==> src/rtl/assert_macros.svh <==
// ----------------------------------------------------------------------------
// assertion macros
// shared concurrent assertion forms for the blit writer rtl
// ----------------------------------------------------------------------------
`ifndef ASSERT_MACROS_SVH
`define ASSERT_MACROS_SVH

// same-cycle implication, disabled while reset is asserted
`define RBW_ASSERT_IMPL(label, clk, rst_n, ante, cons, msg) \
	label: assert property (@(posedge clk) disable iff (!rst_n) (ante) |-> (cons)) \
		else $error(msg);

// next-cycle implication, disabled while reset is asserted
`define RBW_ASSERT_NEXT(label, clk, rst_n, ante, cons, msg) \
	label: assert property (@(posedge clk) disable iff (!rst_n) (ante) |=> (cons)) \
		else $error(msg);

`endif

==> src/rtl/rbw_pkg.sv <==
// ----------------------------------------------------------------------------
// rbw_pkg
// types and constants of the rectangle blit pixel format writer
// ----------------------------------------------------------------------------
`default_nettype none

package rbw_pkg;

	localparam int COORD_W  = 12;
	localparam int SCREEN_W = 13;
	localparam int STRIDE_W = 16;
	localparam int BYTES_W  = 28;
	localparam int SRC_W    = 24;
	localparam int ADDR_W   = 5;
	localparam int DATA_W   = 32;

	localparam logic [SCREEN_W-1:0] MAX_WIDTH  = 13'd4096;
	localparam logic [SCREEN_W-1:0] MAX_HEIGHT = 13'd4096;

	localparam logic MODE_RECT  = 1'b0;
	localparam logic MODE_PIXEL = 1'b1;

	localparam logic [1:0] DEPTH_ARGB32 = 2'd0;
	localparam logic [1:0] DEPTH_BGR24  = 2'd1;
	localparam logic [1:0] DEPTH_RGB565 = 2'd2;
	localparam logic [1:0] DEPTH_NONE   = 2'd3;

	localparam logic [2:0] REG_SCREEN_WIDTH  = 3'd0;
	localparam logic [2:0] REG_SCREEN_HEIGHT = 3'd1;
	localparam logic [2:0] REG_LINE_STRIDE   = 3'd2;
	localparam logic [2:0] REG_DEPTH_MODE    = 3'd3;
	localparam logic [2:0] REG_SCREEN_BYTES  = 3'd4;
	localparam logic [2:0] REG_OUTPUT_ENABLE = 3'd5;

	localparam logic [SCREEN_W-1:0] RST_SCREEN_WIDTH  = 13'd1024;
	localparam logic [SCREEN_W-1:0] RST_SCREEN_HEIGHT = 13'd768;
	localparam logic [STRIDE_W-1:0] RST_LINE_STRIDE   = 16'd4096;
	localparam logic [BYTES_W-1:0]  RST_SCREEN_BYTES  = 28'd3145728;

	typedef struct packed {
		logic [SCREEN_W-1:0] screen_width;
		logic [SCREEN_W-1:0] screen_height;
		logic [STRIDE_W-1:0] line_stride_bytes;
		logic [1:0]          depth_mode;
		logic [BYTES_W-1:0]  screen_bytes;
		logic                output_enable;
		logic [SCREEN_W-1:0] width_eff;
		logic [SCREEN_W-1:0] height_eff;
	} cfg_t;

	typedef struct packed {
		logic        mode;
		logic [15:0] left;
		logic [15:0] top;
		logic [15:0] right;
		logic [15:0] bottom;
		logic [31:0] colour;
	} item_t;

	typedef struct packed {
		logic              write_enable;
		logic [BYTES_W-1:0] byte_offset;
		logic [31:0]       write_data;
		logic [1:0]        byte_count_code;
		logic [SRC_W-1:0]  source_index;
		logic              rect_active;
		logic              last;
	} result_t;

	// work handed from the cursor stage to the address and format stages
	typedef struct packed {
		logic               pix;
		logic               src_valid;
		logic               last;
		logic [COORD_W-1:0] cur_line;
		logic [COORD_W-1:0] cur_col;
		logic [COORD_W-1:0] nxt_line;
		logic [COORD_W-1:0] nxt_col;
		logic [31:0]        colour;
	} s1_t;

endpackage

`default_nettype wire

==> src/rtl/rbw_cfg.sv <==
// ----------------------------------------------------------------------------
// rbw_cfg
// apb register file with clamped effective screen size
// ----------------------------------------------------------------------------
`default_nettype none

module rbw_cfg (
	input  wire logic                        clk,
	input  wire logic                        arst_n,
	input  wire logic                        psel,
	input  wire logic                        penable,
	input  wire logic                        pwrite,
	input  wire logic [rbw_pkg::ADDR_W-1:0]  paddr,
	input  wire logic [rbw_pkg::DATA_W-1:0]  pwdata,
	output logic      [rbw_pkg::DATA_W-1:0]  prdata,
	output logic                             pready,
	output rbw_pkg::cfg_t                    cfg
);
	import rbw_pkg::*;

	logic [SCREEN_W-1:0] width_q;
	logic [SCREEN_W-1:0] height_q;
	logic [STRIDE_W-1:0] stride_q;
	logic [1:0]          depth_q;
	logic [BYTES_W-1:0]  sbytes_q;
	logic                enable_q;
	logic [2:0]          idx;
	logic                wr;

	assign pready = 1'b1;
	assign idx    = paddr[4:2];
	assign wr     = psel & penable & pwrite & pready;

	always_ff @(posedge clk or negedge arst_n) begin
		if (!arst_n) begin
			width_q  <= RST_SCREEN_WIDTH;
			height_q <= RST_SCREEN_HEIGHT;
			stride_q <= RST_LINE_STRIDE;
			depth_q  <= DEPTH_ARGB32;
			sbytes_q <= RST_SCREEN_BYTES;
			enable_q <= 1'b1;
		end else if (wr) begin
			case (idx)
				REG_SCREEN_WIDTH:  width_q  <= pwdata[SCREEN_W-1:0];
				REG_SCREEN_HEIGHT: height_q <= pwdata[SCREEN_W-1:0];
				REG_LINE_STRIDE:   stride_q <= pwdata[STRIDE_W-1:0];
				REG_DEPTH_MODE:    depth_q  <= pwdata[1:0];
				REG_SCREEN_BYTES:  sbytes_q <= pwdata[BYTES_W-1:0];
				REG_OUTPUT_ENABLE: enable_q <= pwdata[0];
				default: ;
			endcase
		end
	end

	always_comb begin
		case (idx)
			REG_SCREEN_WIDTH:  prdata = {19'd0, width_q};
			REG_SCREEN_HEIGHT: prdata = {19'd0, height_q};
			REG_LINE_STRIDE:   prdata = {16'd0, stride_q};
			REG_DEPTH_MODE:    prdata = {30'd0, depth_q};
			REG_SCREEN_BYTES:  prdata = {4'd0, sbytes_q};
			REG_OUTPUT_ENABLE: prdata = {31'd0, enable_q};
			default:           prdata = '0;
		endcase
	end

	always_comb begin
		cfg.screen_width      = width_q;
		cfg.screen_height     = height_q;
		cfg.line_stride_bytes = stride_q;
		cfg.depth_mode        = depth_q;
		cfg.screen_bytes      = sbytes_q;
		cfg.output_enable     = enable_q;
		// screen size is used clamped to 1..max
		if (width_q == '0) begin
			cfg.width_eff = 13'd1;
		end else if (width_q > MAX_WIDTH) begin
			cfg.width_eff = MAX_WIDTH;
		end else begin
			cfg.width_eff = width_q;
		end
		if (height_q == '0) begin
			cfg.height_eff = 13'd1;
		end else if (height_q > MAX_HEIGHT) begin
			cfg.height_eff = MAX_HEIGHT;
		end else begin
			cfg.height_eff = height_q;
		end
	end

endmodule

`default_nettype wire

==> src/rtl/rbw_ctrl.sv <==
// ----------------------------------------------------------------------------
// rbw_ctrl
// rectangle clipping and raster cursor, first pipeline stage
// ----------------------------------------------------------------------------
`default_nettype none

`include "assert_macros.svh"

module rbw_ctrl (
	input  wire logic           clk,
	input  wire logic           arst_n,
	input  wire rbw_pkg::cfg_t  cfg,
	input  wire logic           item_valid,
	output logic                item_stall,
	input  wire rbw_pkg::item_t item,
	input  wire logic           s2_free,
	output logic                s1_valid,
	output rbw_pkg::s1_t        s1
);
	import rbw_pkg::*;

	logic               busy_q;
	logic [COORD_W-1:0] cursor_col_q;
	logic [COORD_W-1:0] cursor_line_q;
	logic [COORD_W-1:0] rect_left_q;
	logic [COORD_W-1:0] rect_right_q;
	logic [COORD_W-1:0] rect_bottom_q;
	logic               s1_valid_s1;
	s1_t                s1_s1;

	logic               accept;
	logic [SCREEN_W-1:0] w_m1;
	logic [SCREEN_W-1:0] h_m1;
	logic [COORD_W-1:0] r_clip;
	logic [COORD_W-1:0] b_clip;
	logic               rect_ok;
	logic               at_right;
	logic               at_bottom;
	logic               pix_last;
	logic [COORD_W-1:0] adv_col;
	logic [COORD_W-1:0] adv_line;
	s1_t                s1_d;

	assign item_stall = s1_valid_s1 & ~s2_free;
	assign accept     = item_valid & ~item_stall;

	assign w_m1 = cfg.width_eff - 13'd1;
	assign h_m1 = cfg.height_eff - 13'd1;

	always_comb begin
		r_clip = (item.right >= {3'd0, cfg.width_eff}) ? w_m1[COORD_W-1:0]
			: item.right[COORD_W-1:0];
		b_clip = (item.bottom >= {3'd0, cfg.height_eff}) ? h_m1[COORD_W-1:0]
			: item.bottom[COORD_W-1:0];
		rect_ok = cfg.output_enable
			&& (item.left < {3'd0, cfg.width_eff})
			&& (item.top < {3'd0, cfg.height_eff})
			&& (item.left[COORD_W-1:0] <= r_clip)
			&& (item.top[COORD_W-1:0] <= b_clip);

		at_right  = cursor_col_q >= rect_right_q;
		at_bottom = cursor_line_q >= rect_bottom_q;
		pix_last  = at_right & at_bottom;
		if (at_right) begin
			adv_col  = rect_left_q;
			adv_line = cursor_line_q + 12'd1;
		end else begin
			adv_col  = cursor_col_q + 12'd1;
			adv_line = cursor_line_q;
		end

		s1_d           = '0;
		s1_d.colour    = item.colour;
		s1_d.cur_line  = cursor_line_q;
		s1_d.cur_col   = cursor_col_q;
		if (item.mode == MODE_RECT) begin
			s1_d.src_valid = rect_ok;
			s1_d.nxt_line  = item.top[COORD_W-1:0];
			s1_d.nxt_col   = item.left[COORD_W-1:0];
		end else if (busy_q) begin
			s1_d.pix       = 1'b1;
			s1_d.last      = pix_last;
			s1_d.src_valid = ~pix_last;
			s1_d.nxt_line  = adv_line;
			s1_d.nxt_col   = adv_col;
		end
	end

	always_ff @(posedge clk or negedge arst_n) begin
		if (!arst_n) begin
			busy_q        <= 1'b0;
			cursor_col_q  <= '0;
			cursor_line_q <= '0;
			rect_left_q   <= '0;
			rect_right_q  <= '0;
			rect_bottom_q <= '0;
		end else if (accept) begin
			if (item.mode == MODE_RECT) begin
				busy_q <= rect_ok;
				if (rect_ok) begin
					rect_left_q   <= item.left[COORD_W-1:0];
					rect_right_q  <= r_clip;
					rect_bottom_q <= b_clip;
					cursor_col_q  <= item.left[COORD_W-1:0];
					cursor_line_q <= item.top[COORD_W-1:0];
				end
			end else if (busy_q) begin
				if (pix_last) begin
					busy_q <= 1'b0;
				end else begin
					cursor_col_q  <= adv_col;
					cursor_line_q <= adv_line;
				end
			end
		end
	end

	always_ff @(posedge clk or negedge arst_n) begin
		if (!arst_n) begin
			s1_valid_s1 <= 1'b0;
		end else if (accept) begin
			s1_valid_s1 <= 1'b1;
		end else if (s2_free) begin
			s1_valid_s1 <= 1'b0;
		end
	end

	always_ff @(posedge clk) begin
		if (accept) begin
			s1_s1 <= s1_d;
		end
	end

	assign s1_valid = s1_valid_s1;
	assign s1       = s1_s1;

	// the rectangle only ends on a transaction
	`RBW_ASSERT_IMPL(a_busy_drop, clk, arst_n, $fell(busy_q), $past(accept),
		"busy cleared without an accepted transaction")
	`RBW_ASSERT_NEXT(a_busy_keep, clk, arst_n,
		accept && item.mode == MODE_PIXEL && busy_q && !pix_last, busy_q,
		"rectangle dropped before its last pixel")

endmodule

`default_nettype wire

==> src/rtl/rbw_datapath.sv <==
// ----------------------------------------------------------------------------
// rbw_datapath
// address multiply stage, bound check, pixel conversion and result register
// ----------------------------------------------------------------------------
`default_nettype none

`include "assert_macros.svh"

module rbw_datapath (
	input  wire logic          clk,
	input  wire logic          arst_n,
	input  wire rbw_pkg::cfg_t cfg,
	input  wire logic          s1_valid,
	input  wire rbw_pkg::s1_t  s1,
	output logic               s2_free,
	output logic               result_valid,
	input  wire logic          result_stall,
	output rbw_pkg::result_t   result
);
	import rbw_pkg::*;

	logic               s2_valid_s2;
	logic [BYTES_W-1:0] line_off_s2;
	logic [13:0]        col_off_s2;
	logic [24:0]        src_base_s2;
	logic [COORD_W-1:0] nxt_col_s2;
	logic               pix_s2;
	logic               src_valid_s2;
	logic               last_s2;
	logic [31:0]        colour_s2;

	logic               result_valid_q;
	result_t            result_q;

	logic               out_free;
	logic [2:0]         pix_bytes;
	logic [13:0]        col_off;
	logic [28:0]        off;
	logic [28:0]        off_end;
	logic [24:0]        src_sum;
	logic               wr_ok;
	logic [7:0]         rr;
	logic [7:0]         gg;
	logic [7:0]         bb;
	logic [31:0]        data;
	result_t            result_d;

	assign out_free = ~result_valid_q | ~result_stall;
	assign s2_free  = ~s2_valid_s2 | out_free;

	always_comb begin
		case (cfg.depth_mode)
			DEPTH_ARGB32: begin
				pix_bytes = 3'd4;
				col_off   = {s1.cur_col, 2'b00};
			end
			DEPTH_BGR24: begin
				pix_bytes = 3'd3;
				col_off   = {1'b0, s1.cur_col, 1'b0} + {2'b00, s1.cur_col};
			end
			DEPTH_RGB565: begin
				pix_bytes = 3'd2;
				col_off   = {1'b0, s1.cur_col, 1'b0};
			end
			default: begin
				pix_bytes = 3'd0;
				col_off   = '0;
			end
		endcase
	end

	always_ff @(posedge clk or negedge arst_n) begin
		if (!arst_n) begin
			s2_valid_s2 <= 1'b0;
		end else if (s2_free) begin
			s2_valid_s2 <= s1_valid;
		end
	end

	always_ff @(posedge clk) begin
		if (s2_free) begin
			line_off_s2  <= {16'd0, s1.cur_line} * {12'd0, cfg.line_stride_bytes};
			col_off_s2   <= col_off;
			src_base_s2  <= {13'd0, s1.nxt_line} * {12'd0, cfg.width_eff};
			nxt_col_s2   <= s1.nxt_col;
			pix_s2       <= s1.pix;
			src_valid_s2 <= s1.src_valid;
			last_s2      <= s1.last;
			colour_s2    <= s1.colour;
		end
	end

	always_comb begin
		rr      = colour_s2[23:16];
		gg      = colour_s2[15:8];
		bb      = colour_s2[7:0];
		off     = {1'b0, line_off_s2} + {15'd0, col_off_s2};
		off_end = off + {26'd0, pix_bytes};
		// skip the write once the pixel would reach the end of the screen
		wr_ok   = pix_s2 && (cfg.depth_mode != DEPTH_NONE)
			&& (off_end < {1'b0, cfg.screen_bytes});
		src_sum = src_base_s2 + {13'd0, nxt_col_s2};
		case (cfg.depth_mode)
			DEPTH_ARGB32: data = {8'hFF, rr, gg, bb};
			DEPTH_BGR24:  data = {8'h00, rr, gg, bb};
			DEPTH_RGB565: data = {16'd0, rr & 8'hF8, 3'b000, 5'd0}
				| {16'd0, 5'd0, gg & 8'hFC, 3'b000}
				| {27'd0, bb[7:3]};
			default:      data = '0;
		endcase

		result_d                 = '0;
		result_d.write_enable    = wr_ok;
		result_d.byte_offset     = wr_ok ? off[BYTES_W-1:0] : '0;
		result_d.write_data      = wr_ok ? data : '0;
		result_d.byte_count_code = wr_ok ? cfg.depth_mode : DEPTH_ARGB32;
		result_d.source_index    = src_valid_s2 ? src_sum[SRC_W-1:0] : '0;
		result_d.rect_active     = src_valid_s2;
		result_d.last            = last_s2;
	end

	always_ff @(posedge clk or negedge arst_n) begin
		if (!arst_n) begin
			result_valid_q <= 1'b0;
		end else if (out_free) begin
			result_valid_q <= s2_valid_s2;
		end
	end

	always_ff @(posedge clk) begin
		if (out_free) begin
			result_q <= result_d;
		end
	end

	assign result_valid = result_valid_q;
	assign result       = result_q;

	`RBW_ASSERT_IMPL(a_we_depth, clk, arst_n, result_valid_q && result_q.write_enable,
		result_q.byte_count_code != DEPTH_NONE, "write issued in the no-write depth")
	`RBW_ASSERT_IMPL(a_last_idle, clk, arst_n, result_valid_q && result_q.last,
		!result_q.rect_active && result_q.source_index == '0,
		"final pixel still reports an active rectangle")

endmodule

`default_nettype wire

==> src/rtl/rect_blit_pixel_format_writer.sv <==
// ----------------------------------------------------------------------------
// rect_blit_pixel_format_writer
// top level of the rectangle blit writer
// ----------------------------------------------------------------------------
// The block takes one transaction per clock while item_stall is low and returns
// exactly one result per transaction, in order. A rectangle transaction is
// clipped and arms the raster cursor in the accept cycle, so pixels may follow
// in the very next cycle. The pipeline has three registers: the cursor stage,
// the stage that holds the line times stride and line times width products,
// and the result register that holds the bound check and the converted pixel.
// A stall on the result side backs up through these stages; the input side
// stalls only when all of them are full and the result side stalls. The user
// must write the configuration registers over the apb port only while no
// transaction is in flight; the block itself does not enforce this.
`default_nettype none

module rect_blit_pixel_format_writer (
	input  wire logic                        clk,
	input  wire logic                        arst_n,
	input  wire logic                        psel,
	input  wire logic                        penable,
	input  wire logic                        pwrite,
	input  wire logic [rbw_pkg::ADDR_W-1:0]  paddr,
	input  wire logic [rbw_pkg::DATA_W-1:0]  pwdata,
	output logic      [rbw_pkg::DATA_W-1:0]  prdata,
	output logic                             pready,
	input  wire logic                        item_valid,
	output logic                             item_stall,
	input  wire rbw_pkg::item_t              item,
	output logic                             result_valid,
	input  wire logic                        result_stall,
	output rbw_pkg::result_t                 result
);
	import rbw_pkg::*;

	cfg_t cfg;
	logic s1_valid;
	s1_t  s1;
	logic s2_free;

	rbw_cfg u_cfg (
		.clk     (clk),
		.arst_n  (arst_n),
		.psel    (psel),
		.penable (penable),
		.pwrite  (pwrite),
		.paddr   (paddr),
		.pwdata  (pwdata),
		.prdata  (prdata),
		.pready  (pready),
		.cfg     (cfg)
	);

	rbw_ctrl u_ctrl (
		.clk        (clk),
		.arst_n     (arst_n),
		.cfg        (cfg),
		.item_valid (item_valid),
		.item_stall (item_stall),
		.item       (item),
		.s2_free    (s2_free),
		.s1_valid   (s1_valid),
		.s1         (s1)
	);

	rbw_datapath u_datapath (
		.clk          (clk),
		.arst_n       (arst_n),
		.cfg          (cfg),
		.s1_valid     (s1_valid),
		.s1           (s1),
		.s2_free      (s2_free),
		.result_valid (result_valid),
		.result_stall (result_stall),
		.result       (result)
	);

endmodule

`default_nettype wire
==> config.mk <==
export PLATFORM = sky130hd
export DESIGN_NAME = rect_blit_pixel_format_writer
export DESIGN_NICKNAME = d
export VERILOG_FILES = /design/src/rtl/rbw_pkg.sv /design/src/rtl/rbw_cfg.sv /design/src/rtl/rbw_ctrl.sv /design/src/rtl/rbw_datapath.sv /design/src/rtl/rect_blit_pixel_format_writer.sv
export VERILOG_INCLUDE_DIRS = /design/src /design/src/rtl
export SDC_FILE = /design/constraint.sdc
export NUM_CORES = 2
export LEC_CHECK = 0
export BUFFER_PORTS_ARGS = -buffer_cell sky130_fd_sc_hd__buf_2
export CORE_MARGIN = 8
export CORE_UTILIZATION = 62
export DETAILED_ROUTE_END_ITERATION = 8
export MAX_ROUTING_LAYER = met4
export PLACE_DENSITY = 0.82
export REMOVE_ABC_BUFFERS = 1
export SKIP_CTS_REPAIR_TIMING = 1
export SLEW_MARGIN = 25
export SYNTH_ARGS = -nofsm -noshare
export SYNTH_HDL_FRONTEND = slang
export SYNTH_HIERARCHICAL = 1
export SYNTH_SLANG_ARGS = --single-unit
export TNS_END_PERCENT = 50
==> constraint.sdc <==
create_clock -name clk -period 8.3 [get_ports clk]
set_clock_uncertainty 0.2 [all_clocks]
set_input_delay 1.66 -clock clk [delete_from_list [all_inputs] [get_ports clk]]
set_output_delay 1.66 -clock clk [all_outputs]
set_load 0.005 [all_outputs]
==> qor.txt <==
Status: finished clean
Hpwl dp: 62880 um
Largest net degree at the start of global routing: 86
Power per cell area: 286.8 mW/mm2
Worst-Skew Late Latency: 0.59 ns
Mean Syn Cell Area: 10.30 um2
CP cell instances: ha_1 -> ha_1 -> fa_1 -> a21oi_1 -> nor4_1 -> nand4_1 -> nor4b_1 -> and2_1 -> xnor2_1 -> ha_1 -> and3_1 -> a221o_1 -> a21o_1 -> a2111oi_0 -> nor3_1 -> nor3_1 -> o2111a_1 -> o21ai_4 -> buf_4 -> nor3_1
GR Util All Layers: 0.2773
H-tree levels: 2
WS Path Type: reg -> reg
GRT overflow: 0
DRT Wirelength: 82680 um
Area occupied by registers: 0.01130 mm2
Worst vdd ir: 194.9 uV
Antenna violations before repair: 13
DR vias: 24430
DRC Markers: 0
Buf+Inv Stages, Crit Path: 1
Synth Cell Area: 0.03320 mm2
Die height: 247.4 um
CP endpoint kind: register
Max Buffers Root-to-Sink: 3
Final Hold Fails: 0
Max Fclk: 148.1 MHz
Die Wd: 247.4 um
Clock root buffer: clkbuf_16
P&R area growth vs syn: 9.515%
# IOs: 265
Commonest cells after routing, fill and taps aside: 445 x inv_1, 339 x nand2_1, 299 x ha_1
Port-buffer cells: 245
Crit path max-delay cell type: ha_1
Minimum clock period: 6.753 ns
Wire per inst: 19.89 um
Highest net fanout along the worst path: 40
Final Cycle Share: 0.8136
Core box area: 0.05339 mm2
Global-route wire length before repair: 130100 um
CTS sink cnt: 399
CTS Buf Count: 44
Area of the multi-input gates: 0.01963 mm2
DR pass1 iterations: 7
Commonest non-fill, non-tap cell in the layout: inv_1
Synth Warn #: 6
Worst path required time: 8.51 ns
Leakage power: 16.84 nW
Ratio of cells with drive above 1 in the final layout: 0.1436
Vias in the first global route: 24760
DR iter-0 viols: 2303
Nets: 4106
Setup TNS: 0 ns
RSZ-0062 raised after global routing: no
Max-slew headroom: 0.3676
Initial Util: 0.6219
CP Launch Type: register
Critical path arrival: 6.96 ns
# rows: 85
Synth Instances: 3223
Area of the die: 0.06122 mm2
Peak per-stage delay on the critical path: 0.60 ns
Vias/cell: 5.876
GPL Wtd Cong: 0.9525
Least-Margin Pin Slew: 0.9486 ns
Fin. max-slew vios: 0
Final-report setup violation count: 0
CP delay by family, top: simple AND/OR/NAND/NOR gates
Hold crit path type: reg -> reg
Post-DRT Antenna Nets: 0
Clk pin slew, worst setup/hold paths: 0.07 ns
CTS tree: done
Filler cell count: 3981
Final Util: 0.6811
Max_cap viols: 0
final timing paths:
path                                  start                       end  slack, ns  cells past startpoint
max                        u_cfg/depth_q[0]     u_datapath/result[64]       1.55                     20
min                           u_ctrl/s1[15]  u_datapath/colour_s2[15]       0.21                      0
max reg2reg                u_cfg/depth_q[0]     u_datapath/result[64]       1.55                     20
min reg2reg                   u_ctrl/s1[15]  u_datapath/colour_s2[15]       0.21                      0
max in group asynchronous            arst_n    u_ctrl/rect_right_q[9]       5.65                      2
min in group asynchronous            arst_n         u_cfg/stride_q[8]       0.97                      1
where the power goes:
| part | switching, W | internal, W | total, W |
|---|---|---|---|
| Combinational | 0.00322 | 0.00231 | 0.00553 |
| Clock | 0.000827 | 0.00106 | 0.00189 |
| Sequential | 0.000337 | 0.00267 | 0.00301 |
area by class of cell:
type | count | area share
multi-input cells | 2247 | 0.5399
repair buffers | 273 | 0.03967
diodes | 13 | 0.0008946
well taps | 696 | 0.02395
inverters | 447 | 0.04618
flip-flops and latches | 399 | 0.3109
clock buffers | 64 | 0.03458
clock inverters | 18 | 0.003991
per-stage QoR:
step,hold slack (ns),power [W],area (um2),cells,worst slack [ns]
after global placement,0.2009,0.008257,34920,4062,1.443
after CTS,0.2163,0.01041,36320,4144,1.591
after global routing,0.2215,0.01127,36360,4156,0.9568
after floorplan,0.2003,0.006999,32560,3093,0.1669
final,0.2117,0.01043,36360,4157,1.547
after detailed placement,0.2045,0.008454,34920,4062,1.308
registers in the layout, indices dropped and copies added, names as in the netlist, 2 cells and up:
name                    count
u_datapath/result          82
u_ctrl/s1                  75
u_cfg/sbytes_q             28
u_datapath/line_off_s2     28
u_datapath/colour_s2       24
u_datapath/src_base_s2     24
u_cfg/stride_q             16
u_datapath/col_off_s2      14
u_cfg/height_q             13
u_cfg/width_q              13
u_ctrl/cursor_col_q        12
u_ctrl/cursor_line_q       12
u_ctrl/rect_bottom_q       12
u_ctrl/rect_left_q         12
u_ctrl/rect_right_q        12
u_datapath/nxt_col_s2      12
u_cfg/depth_q               2
per-layer routing:
| metal | GRT usage | vias to the layer above | routed length [um] |
|---|---|---|---|
| met5 | - | - | 0 |
| met4 | 0.1090 | 0 | 3343 |
| met3 | 0.06230 | 198 | 7788 |
| met2 | 0.4228 | 1144 | 37180 |
| met1 | 0.3604 | 11870 | 34370 |
| li1 | - | 11220 | - |
No activity file was read; power rests on OpenSTA's default activity.
